`config.mk`:
```
export PLATFORM = sky130hd
export DESIGN_NAME = bitmap_block_allocator_core
export DESIGN_NICKNAME = d
export VERILOG_FILES = /design/src/rtl/bba_pkg.sv /design/src/rtl/bba_mem.sv /design/src/rtl/bba_find.sv /design/src/rtl/bba_ctrl.sv /design/src/rtl/bitmap_block_allocator_core.sv
export SDC_FILE = /design/constraint.sdc
export NUM_CORES = 2
export LEC_CHECK = 0
export BUFFER_PORTS_ARGS = -buffer_cell sky130_fd_sc_hd__buf_4
export CORE_ASPECT_RATIO = 0.6
export CORE_UTILIZATION = 55
export CTS_CLUSTER_DIAMETER = 100
export CTS_CLUSTER_SIZE = 40
export DETAILED_ROUTE_END_ITERATION = 12
export PLACE_DENSITY = 0.71
export SLEW_MARGIN = 20
export SYNTH_ARGS = -nofsm -noshare
export SYNTH_HDL_FRONTEND = slang
export SYNTH_SLANG_ARGS = --single-unit
```
`constraint.sdc`:
```
create_clock -name clk -period 17.4 [get_ports clk]
set_input_delay 0.87 -clock clk [delete_from_list [all_inputs] [get_ports clk]]
set_output_delay 0.87 -clock clk [all_outputs]
set_load 0.03 [all_outputs]
```
`src/rtl/bba_pkg.sv`:
```
// Shared types, request codes and constants of the bitmap block allocator.
package bba_pkg;

	localparam int unsigned BITMAP_WORDS_DEF = 64;
	localparam int unsigned SCAN_LIMIT       = 64;

	localparam logic [31:0] ALL_USED = 32'hFFFF_FFFF;
	localparam logic [31:0] TOP_BIT  = 32'h8000_0000;
	localparam logic [4:0]  POS_MASK = 5'h1F;

	localparam logic [2:0] REQ_ALLOC = 3'd0;
	localparam logic [2:0] REQ_FREE  = 3'd1;
	localparam logic [2:0] REQ_CHECK = 3'd2;
	localparam logic [2:0] REQ_LOAD  = 3'd3;
	localparam logic [2:0] REQ_READ  = 3'd4;

	localparam logic ST_OK   = 1'b0;
	localparam logic ST_FAIL = 1'b1;

	typedef struct packed {
		logic       found;
		logic [4:0] pos;
	} bba_find_t;

endpackage

```
`src/rtl/bba_mem.sv`:
```
// Bitmap word memory: one write or read per cycle, registered read data.
module bba_mem #(
	parameter int unsigned WORDS = 64,
	parameter int unsigned AW    = 6
) (
	input  logic          clk,
	input  logic          we,
	input  logic          re,
	input  logic [AW-1:0] addr,
	input  logic [31:0]   wdata,
	output logic [31:0]   rdata
);

	logic [31:0] mem_q [WORDS];

	always_ff @(posedge clk) begin
		if (we) begin
			mem_q[addr] <= wdata;
		end
		if (re) begin
			rdata <= mem_q[addr];
		end
	end

endmodule

```
`src/rtl/bba_find.sv`:
```
// First clear bit of a bitmap word, searched from the MSB down.
module bba_find (
	input  logic [31:0]          word,
	output bba_pkg::bba_find_t   res
);
	import bba_pkg::*;

	logic [31:0] v0;
	logic [31:0] v1;
	logic [31:0] v2;
	logic [31:0] v3;
	logic [31:0] v4;
	logic [4:0]  n;

	always_comb begin
		v0 = ~word;
		n[4] = (v0[31:16] == 16'h0);
		v1 = n[4] ? {v0[15:0], 16'h0} : v0;
		n[3] = (v1[31:24] == 8'h0);
		v2 = n[3] ? {v1[23:0], 8'h0} : v1;
		n[2] = (v2[31:28] == 4'h0);
		v3 = n[2] ? {v2[27:0], 4'h0} : v2;
		n[1] = (v3[31:30] == 2'h0);
		v4 = n[1] ? {v3[29:0], 2'h0} : v3;
		n[0] = ~v4[31];
		res.found = (word != ALL_USED);
		res.pos   = n & POS_MASK;
	end

endmodule

```
`src/rtl/bba_ctrl.sv`:
```
// Request sequencer: clearing pass, read-modify-write, allocate scan, result register.
module bba_ctrl #(
	parameter int unsigned WORDS = 64,
	parameter int unsigned AW    = 6
) (
	input  logic                clk,
	input  logic                arst_n,
	input  logic                cfg_valid,
	output logic                cfg_ready,
	input  logic                cfg_data,
	input  logic                in_valid,
	output logic                in_stall,
	input  logic [2:0]          req_type,
	input  logic [10:0]         block_index,
	input  logic [5:0]          word_index,
	input  logic [31:0]         word_value,
	output logic                out_valid,
	input  logic                out_stall,
	output logic                status,
	output logic [10:0]         granted_block,
	output logic                block_in_use,
	output logic [31:0]         word_out,
	output logic                mem_we,
	output logic                mem_re,
	output logic [AW-1:0]       mem_addr,
	output logic [31:0]         mem_wdata,
	input  logic [31:0]         mem_rdata,
	input  bba_pkg::bba_find_t  find
);
	import bba_pkg::*;

	localparam int unsigned SCAN_WORDS = (WORDS < SCAN_LIMIT) ? WORDS : SCAN_LIMIT;
	localparam logic [AW-1:0] LAST_WORD = AW'(WORDS - 1);
	localparam logic [AW-1:0] LAST_SCAN = AW'(SCAN_WORDS - 1);

	typedef enum logic [4:0] {
		ST_CLEAR = 5'b00001,
		ST_IDLE  = 5'b00010,
		ST_RD    = 5'b00100,
		ST_MOD   = 5'b01000,
		ST_RESP  = 5'b10000
	} bba_state_t;

	bba_state_t  state_q, state_d;
	logic        fs_enabled_q;
	logic [2:0]  typ_q, typ_d;
	logic [AW-1:0] addr_q, addr_d;
	logic [31:0] mask_q, mask_d;
	logic [31:0] wval_q, wval_d;
	logic        res_status_q, res_status_d;
	logic [10:0] res_granted_q, res_granted_d;
	logic        res_use_q, res_use_d;
	logic [31:0] res_word_q, res_word_d;
	logic        out_valid_q;
	logic        status_q;
	logic [10:0] granted_q;
	logic        use_q;
	logic [31:0] word_q;

	logic        accept;
	logic        out_free;
	logic        out_load;
	logic [5:0]  blk_word;
	logic        blk_in;
	logic        wrd_in;
	logic        req_ok;
	logic [5:0]  sel_word;
	logic [31:0] sel_ext;
	logic [31:0] scan_ext;

	assign cfg_ready = 1'b1;
	assign in_stall  = (state_q != ST_IDLE);
	assign accept    = in_valid && !in_stall;
	assign out_free  = !out_valid_q || !out_stall;
	assign out_load  = (state_q == ST_RESP) && out_free;

	assign blk_word = block_index[10:5];
	assign blk_in   = (32'(blk_word) < 32'(WORDS));
	assign wrd_in   = (32'(word_index) < 32'(WORDS));
	assign scan_ext = 32'(addr_q);

	always_comb begin
		unique case (req_type)
			REQ_ALLOC: begin
				req_ok   = fs_enabled_q;
				sel_word = 6'd0;
			end
			REQ_FREE: begin
				req_ok   = fs_enabled_q && blk_in;
				sel_word = blk_word;
			end
			REQ_CHECK: begin
				req_ok   = blk_in;
				sel_word = blk_word;
			end
			REQ_LOAD, REQ_READ: begin
				req_ok   = wrd_in;
				sel_word = word_index;
			end
			default: begin
				req_ok   = 1'b0;
				sel_word = 6'd0;
			end
		endcase
		sel_ext = 32'(sel_word);
	end

	always_comb begin
		state_d       = state_q;
		typ_d         = typ_q;
		addr_d        = addr_q;
		mask_d        = mask_q;
		wval_d        = wval_q;
		res_status_d  = res_status_q;
		res_granted_d = res_granted_q;
		res_use_d     = res_use_q;
		res_word_d    = res_word_q;
		mem_we        = 1'b0;
		mem_re        = 1'b0;
		mem_addr      = addr_q;
		mem_wdata     = 32'h0;

		unique case (state_q)
			ST_CLEAR: begin
				mem_we = 1'b1;
				addr_d = addr_q + AW'(1);
				if (addr_q == LAST_WORD) begin
					addr_d  = '0;
					state_d = ST_IDLE;
				end
			end
			ST_IDLE: begin
				if (accept) begin
					typ_d         = req_type;
					addr_d        = sel_ext[AW-1:0];
					mask_d        = TOP_BIT >> (block_index[4:0] & POS_MASK);
					wval_d        = word_value;
					res_status_d  = ST_FAIL;
					res_granted_d = 11'd0;
					res_use_d     = 1'b0;
					res_word_d    = 32'h0;
					state_d       = req_ok ? ST_RD : ST_RESP;
				end
			end
			ST_RD: begin
				if (typ_q == REQ_LOAD) begin
					mem_we       = 1'b1;
					mem_wdata    = wval_q;
					res_status_d = ST_OK;
					state_d      = ST_RESP;
				end else begin
					mem_re  = 1'b1;
					state_d = ST_MOD;
				end
			end
			ST_MOD: begin
				state_d = ST_RESP;
				unique case (typ_q)
					REQ_ALLOC: begin
						if (find.found) begin
							mem_we        = 1'b1;
							mem_wdata     = mem_rdata | (TOP_BIT >> find.pos);
							res_status_d  = ST_OK;
							res_granted_d = {scan_ext[5:0], find.pos};
						end else if (addr_q != LAST_SCAN) begin
							addr_d   = addr_q + AW'(1);
							mem_re   = 1'b1;
							mem_addr = addr_q + AW'(1);
							state_d  = ST_MOD;
						end
					end
					REQ_FREE: begin
						mem_we       = 1'b1;
						mem_wdata    = mem_rdata & ~mask_q;
						res_status_d = ST_OK;
					end
					REQ_CHECK: begin
						res_status_d = ST_OK;
						res_use_d    = |(mem_rdata & mask_q);
					end
					REQ_READ: begin
						res_status_d = ST_OK;
						res_word_d   = mem_rdata;
					end
					default: begin
						res_status_d = ST_FAIL;
					end
				endcase
			end
			ST_RESP: begin
				if (out_free) begin
					state_d = ST_IDLE;
				end
			end
			default: begin
				state_d = ST_CLEAR;
			end
		endcase
	end

	always_ff @(posedge clk or negedge arst_n) begin
		if (!arst_n) begin
			state_q      <= ST_CLEAR;
			addr_q       <= '0;
			fs_enabled_q <= 1'b0;
			out_valid_q  <= 1'b0;
		end else begin
			state_q <= state_d;
			addr_q  <= addr_d;
			if (cfg_valid && cfg_ready) begin
				fs_enabled_q <= cfg_data;
			end
			if (out_load) begin
				out_valid_q <= 1'b1;
			end else if (!out_stall) begin
				out_valid_q <= 1'b0;
			end
		end
	end

	always_ff @(posedge clk) begin
		typ_q         <= typ_d;
		mask_q        <= mask_d;
		wval_q        <= wval_d;
		res_status_q  <= res_status_d;
		res_granted_q <= res_granted_d;
		res_use_q     <= res_use_d;
		res_word_q    <= res_word_d;
		if (out_load) begin
			status_q  <= res_status_q;
			granted_q <= res_granted_q;
			use_q     <= res_use_q;
			word_q    <= res_word_q;
		end
	end

	assign out_valid     = out_valid_q;
	assign status        = status_q;
	assign granted_block = granted_q;
	assign block_in_use  = use_q;
	assign word_out      = word_q;

	a_accept_blocks: assert property (@(posedge clk) disable iff (!arst_n)
		accept |=> in_stall)
		else $error("request accepted while another is in flight");

	a_no_write_idle: assert property (@(posedge clk) disable iff (!arst_n)
		mem_we |-> (state_q != ST_IDLE))
		else $error("bitmap written with no request in flight");

	a_resp_loads: assert property (@(posedge clk) disable iff (!arst_n)
		out_load |=> (out_valid_q && (state_q == ST_IDLE)))
		else $error("result not registered on leaving response state");

	a_fail_zero: assert property (@(posedge clk) disable iff (!arst_n)
		(out_valid_q && (status_q == ST_FAIL)) |->
		((granted_q == 11'd0) && !use_q && (word_q == 32'h0)))
		else $error("failed request carries a non-zero field");

	a_scan_range: assert property (@(posedge clk) disable iff (!arst_n)
		((state_q == ST_MOD) && (typ_q == REQ_ALLOC)) |-> (scan_ext < 32'(SCAN_WORDS)))
		else $error("allocate scan beyond range");

endmodule

```
`src/rtl/bitmap_block_allocator_core.sv`:
```
// Top level of the bitmap first-fit block allocator.
//
//  channel | direction | handshake            | payload
//  --------+-----------+----------------------+-------------------------------------------
//  cfg     | in        | cfg_valid, cfg_ready | cfg_data (fs_enabled)
//  in      | in        | in_valid, in_stall   | req_type, block_index, word_index, word_value
//  out     | out       | out_valid, out_stall | status, granted_block, block_in_use, word_out
//
//  One request at a time. Load writes in ST_RD and then answers from ST_RESP; free,
//  check and read pass ST_RD, ST_MOD and ST_RESP; allocate reads the bitmap in ST_RD
//  and ST_MOD, one memory read a cycle, at most min(BITMAP_WORDS, 64) words, a full
//  bitmap included; a request refused on acceptance (disabled, index beyond bitmap,
//  unknown type) goes straight to ST_RESP. After reset a clearing pass zeroes the
//  bitmap memory with in_stall high; cfg writes are taken throughout.
//  A stalled result holds in the output register while the next request is taken.
module bitmap_block_allocator_core #(
	parameter int unsigned BITMAP_WORDS = bba_pkg::BITMAP_WORDS_DEF
) (
	input  logic        clk,
	input  logic        arst_n,
	input  logic        cfg_valid,
	output logic        cfg_ready,
	input  logic        cfg_data,
	input  logic        in_valid,
	output logic        in_stall,
	input  logic [2:0]  req_type,
	input  logic [10:0] block_index,
	input  logic [5:0]  word_index,
	input  logic [31:0] word_value,
	output logic        out_valid,
	input  logic        out_stall,
	output logic        status,
	output logic [10:0] granted_block,
	output logic        block_in_use,
	output logic [31:0] word_out
);
	import bba_pkg::*;

	localparam int unsigned AW = (BITMAP_WORDS > 1) ? $clog2(BITMAP_WORDS) : 1;

	logic          mem_we;
	logic          mem_re;
	logic [AW-1:0] mem_addr;
	logic [31:0]   mem_wdata;
	logic [31:0]   mem_rdata;
	bba_find_t     find;

	bba_mem #(
		.WORDS (BITMAP_WORDS),
		.AW    (AW)
	) u_mem (
		.clk   (clk),
		.we    (mem_we),
		.re    (mem_re),
		.addr  (mem_addr),
		.wdata (mem_wdata),
		.rdata (mem_rdata)
	);

	bba_find u_find (
		.word (mem_rdata),
		.res  (find)
	);

	bba_ctrl #(
		.WORDS (BITMAP_WORDS),
		.AW    (AW)
	) u_ctrl (
		.clk           (clk),
		.arst_n        (arst_n),
		.cfg_valid     (cfg_valid),
		.cfg_ready     (cfg_ready),
		.cfg_data      (cfg_data),
		.in_valid      (in_valid),
		.in_stall      (in_stall),
		.req_type      (req_type),
		.block_index   (block_index),
		.word_index    (word_index),
		.word_value    (word_value),
		.out_valid     (out_valid),
		.out_stall     (out_stall),
		.status        (status),
		.granted_block (granted_block),
		.block_in_use  (block_in_use),
		.word_out      (word_out),
		.mem_we        (mem_we),
		.mem_re        (mem_re),
		.mem_addr      (mem_addr),
		.mem_wdata     (mem_wdata),
		.mem_rdata     (mem_rdata),
		.find          (find)
	);

endmodule
```
==> qor.yml <==
clock_skew_ns: 0.0465
synth.yosys.warnings: 0
gr-usage-all-layers_pct: 29.7
die_height_um: 312
cp_cell_sequence: "nand2_1, nor4_2, and4_1, mux2i_4, buf_12, buf_4, buf_4, buf_4, mux2i_1, o22ai_1, o21ai_1, nand4_1, or2_1"
synth_simple_gate_area_share_pct: 3.24
fin_worst_hold_slack_ns: 0.295
postCtsResizedCells: 0
dpl.hpwl_mm: 140
max-clock-path-buffers: 3
layout_worst_path_cycle_share_pct: 46.7
drc: 0
yosys_most_used_dff: "edfxtp_1"
synth_sequential_area_ratio_pct: 76.8
power_per_cell_area_nw_per_um2: 131
dp_worst_setup_slack_ns: 9.41
path_delay_family: "buffers and inverters"
path_class: "flip-flop to flip-flop"
worst_r2r_endpoint: "u_mem.rdata[13]"
end_kind: "flip-flop"
syn_area_um2: 87900
floorplan.initialDensity_pct: 55.5
num_antenna_cells: 0
drt-total-wl_mm: 245
die_area_um2: 161000
count_of_hold_fix_buffers_inserted_at_cts: 1
final_critical_path_setup_slack_ns: 9.28
portBuffers: 104
die_w_um: 518
clkSlewWorstSetupHoldPaths_ns: 0.14
hold_end: "u_ctrl.wval_q[17]"
netlist_instances: 5117
count_of_final_setup_violators: 0
cpMostUsedCell: "buf_4"
cts-htree-levels: 3
critPathRequiredTime_ns: 17.87
share_of_synthesized_cell_area_in_full_adder_half_adder_and_majority_cells_pct: 0.0285
ys_async_sr_fraction_pct: 0.578
ff_latch_area_um2: 67500
route.antenna.remaining_nets: 0
grt_pass1_wl_mm: 341
timing.final.max_slew_violations: 0
grt_start_max_net_pins: 126
root_buffer: "clkbuf_16"
net_count_synth: 5177
worstPathMaxFanout: 108
tritoncts: "done"
num-nets-final: 5208
drtIter0Drc: 7914
via_per_inst: 6.76
clock_latency_ns: 0.75
timing.critical_path.buf_inv: 4
crit_arrival_ns: 8.59
most-common-layout-cells: "2237 x edfxtp_1, 994 x mux2i_1, 495 x o22ai_1"
antenna_found_initial: 11
critPathSlowestCell: "buf_4"
core_area_um2: 158000
top_level_ports: 106
timing.setup.tns_ns: 0
max-vdd-ir-drop_uv: 119
synth_compound_gate_area_share_pct: 6.67
worst_slew_margin_rel_pct: 18.3
rr_startpoint: "u_mem.rdata[10]"
period_minus_slack_ns: 8.12
critPathLaunchType: "flip-flop"
fillCellCount: 11500
grt_pass1_vias: 45500
path_depth_of_the_worst_reg2reg_path: 13
multi_input_area_um2: 19800
layout_commonest_cell: "edfxtp_1"
max_stage_delay_ns: 0.96
synth.distinct_cells: 78
layout-drive-gt1-share_pct: 9.33
cellLeakagePower_nw: 29.7
clock_sinks: 2250
fmax_mhz: 123
final-hold-violation-count: 0
number_of_synthesized_flops_with_an_enable_pin: 2237
whs_path_depth: 1
count_of_tritonroute_iterations_in_the_first_routing_pass: 8
fp-row-count: 113
run_status: "completed"
synth_xor_xnor_area_share_pct: 0.0399
setup_repair_after_global_routing_missed_its_margin: "false"
cts_setup_buffers: 0
maxCapViolCount: 0
hold_start: "word_value[17]"
dominant_combinational_cell_family_by_area_after_synthesis: "multiplexers"
grt_overflow: 0
worst_pin_slew_ns: 1.22
cts_made_buffers: 66
final_gp_congestion: 1.02
layout_overhead_on_the_synthesized_area_pct: 6.81
worst-r2r-setup-slack_ns: 9.28
synth.mux.area_fraction_pct: 11.4
timing.hold.worst.class: "input pin to flip-flop"
syn-mean-instance-area_um2: 17.2
wl_per_cell_um: 33.6
yosys_register_bits: 2250
total_via_count_in_the_routed_design: 49200
crit_start: "u_mem.rdata[10]"
## registers in the layout, summed over array words and instances (netlist names)
register              count
u_ctrl.fs_enabled_q       1
u_mem.mem_q            2048
u_ctrl.block_in_use       1
u_ctrl.res_word_q        32
u_ctrl.res_use_q          1
u_ctrl.out_valid          1
u_ctrl.mask_q            32
u_ctrl.word_out          32
u_ctrl.wval_q            32
u_mem.rdata              32
u_ctrl.addr_q             6
u_ctrl.res_status_q       1
u_ctrl.state_q            5
u_ctrl.status             1
u_ctrl.typ_q              3
u_ctrl.granted_block     11
u_ctrl.res_granted_q     11
## power by group
part	internal [mW]	switching (mW)
Combinational	1.21	2.57
Clock	0.735	1.50
Sequential	6.17	0.0759
## logic make-up (layout without fill, tap and decap cells)
logic type,count (synthesis),count (layout)
flip-flops,2250,2250
multiplexers,1004,1004
AO/OA/AOI/OAI,989,989
AND/OR/NAND/NOR,564,564
buffers and inverters,303,343
XOR/XNOR,4,4
adder cells (fa/ha/maj),2,2
other,1,1
## layout make-up
type | count | share of cell area, %
clock inverter | 3 | 0.0507
tap | 2127 | 2.84
timing repair buffer | 257 | 2.19
inverter | 9 | 0.0360
sequential | 2250 | 71.9
clock buffer | 74 | 1.86
multi-input combinational | 2564 | 21.1
## Yosys cell counts, types with 7 or more instances
cell      instances  area, µm²
buf_2           114        571
o21ai_0         147        736
a21oi_1          74        370
o22ai_1         495       3100
mux2_2            8       90.1
nand3_1          15       75.1
nor3_1           11       55.1
mux2i_1         996       9970
nor2_1          178        668
and2_1            7       43.8
and3_1           40        250
buf_6            21        236
nand3b_1          7       52.6
a31oi_1          11       68.8
o21ai_1         195        976
inv_1             7       26.3
or2_1            29        181
clkbuf_1        127        477
edfxtp_1       2237      67200
nor4_1            9       56.3
dfrtp_1          12        300
buf_4            24        180
nand4_1          73        457
o32ai_1          10       87.6
nand2_1         142        533
a22oi_1          16        120
## through the flow
step                cell area [µm²]  instances  util (%)  total power [mW]
global route                  93800       7284      59.3              12.6
floorplan                     87900       5117         -              8.77
global placement              92000       7205      58.1              10.0
finish                        93800       7284      59.3              12.3
CTS                           93800       7283      59.2              12.2
detailed placement            92000       7205      58.1              10.1
## metal layers
layer	GRT usage, %	vias up	routed length, µm
met4	7.42	4	6760
met3	8.65	294	33700
met5	0	-	27
met1	45.7	25200	101000
met2	41.6	3337	103000
li1	-	20300	-
## how the worst max path moves through the flow
stage / end / cells after the start
after detailed placement: u_mem.rdata[13] / 13
after floorplan: u_mem.mem_q[0][21] / 8
after global placement: u_mem.rdata[2] / 12
after CTS: u_mem.rdata[13] / 13
after global routing: u_mem.rdata[13] / 13
final: u_mem.rdata[13] / 13
Power figures use the tool's default switching activity.
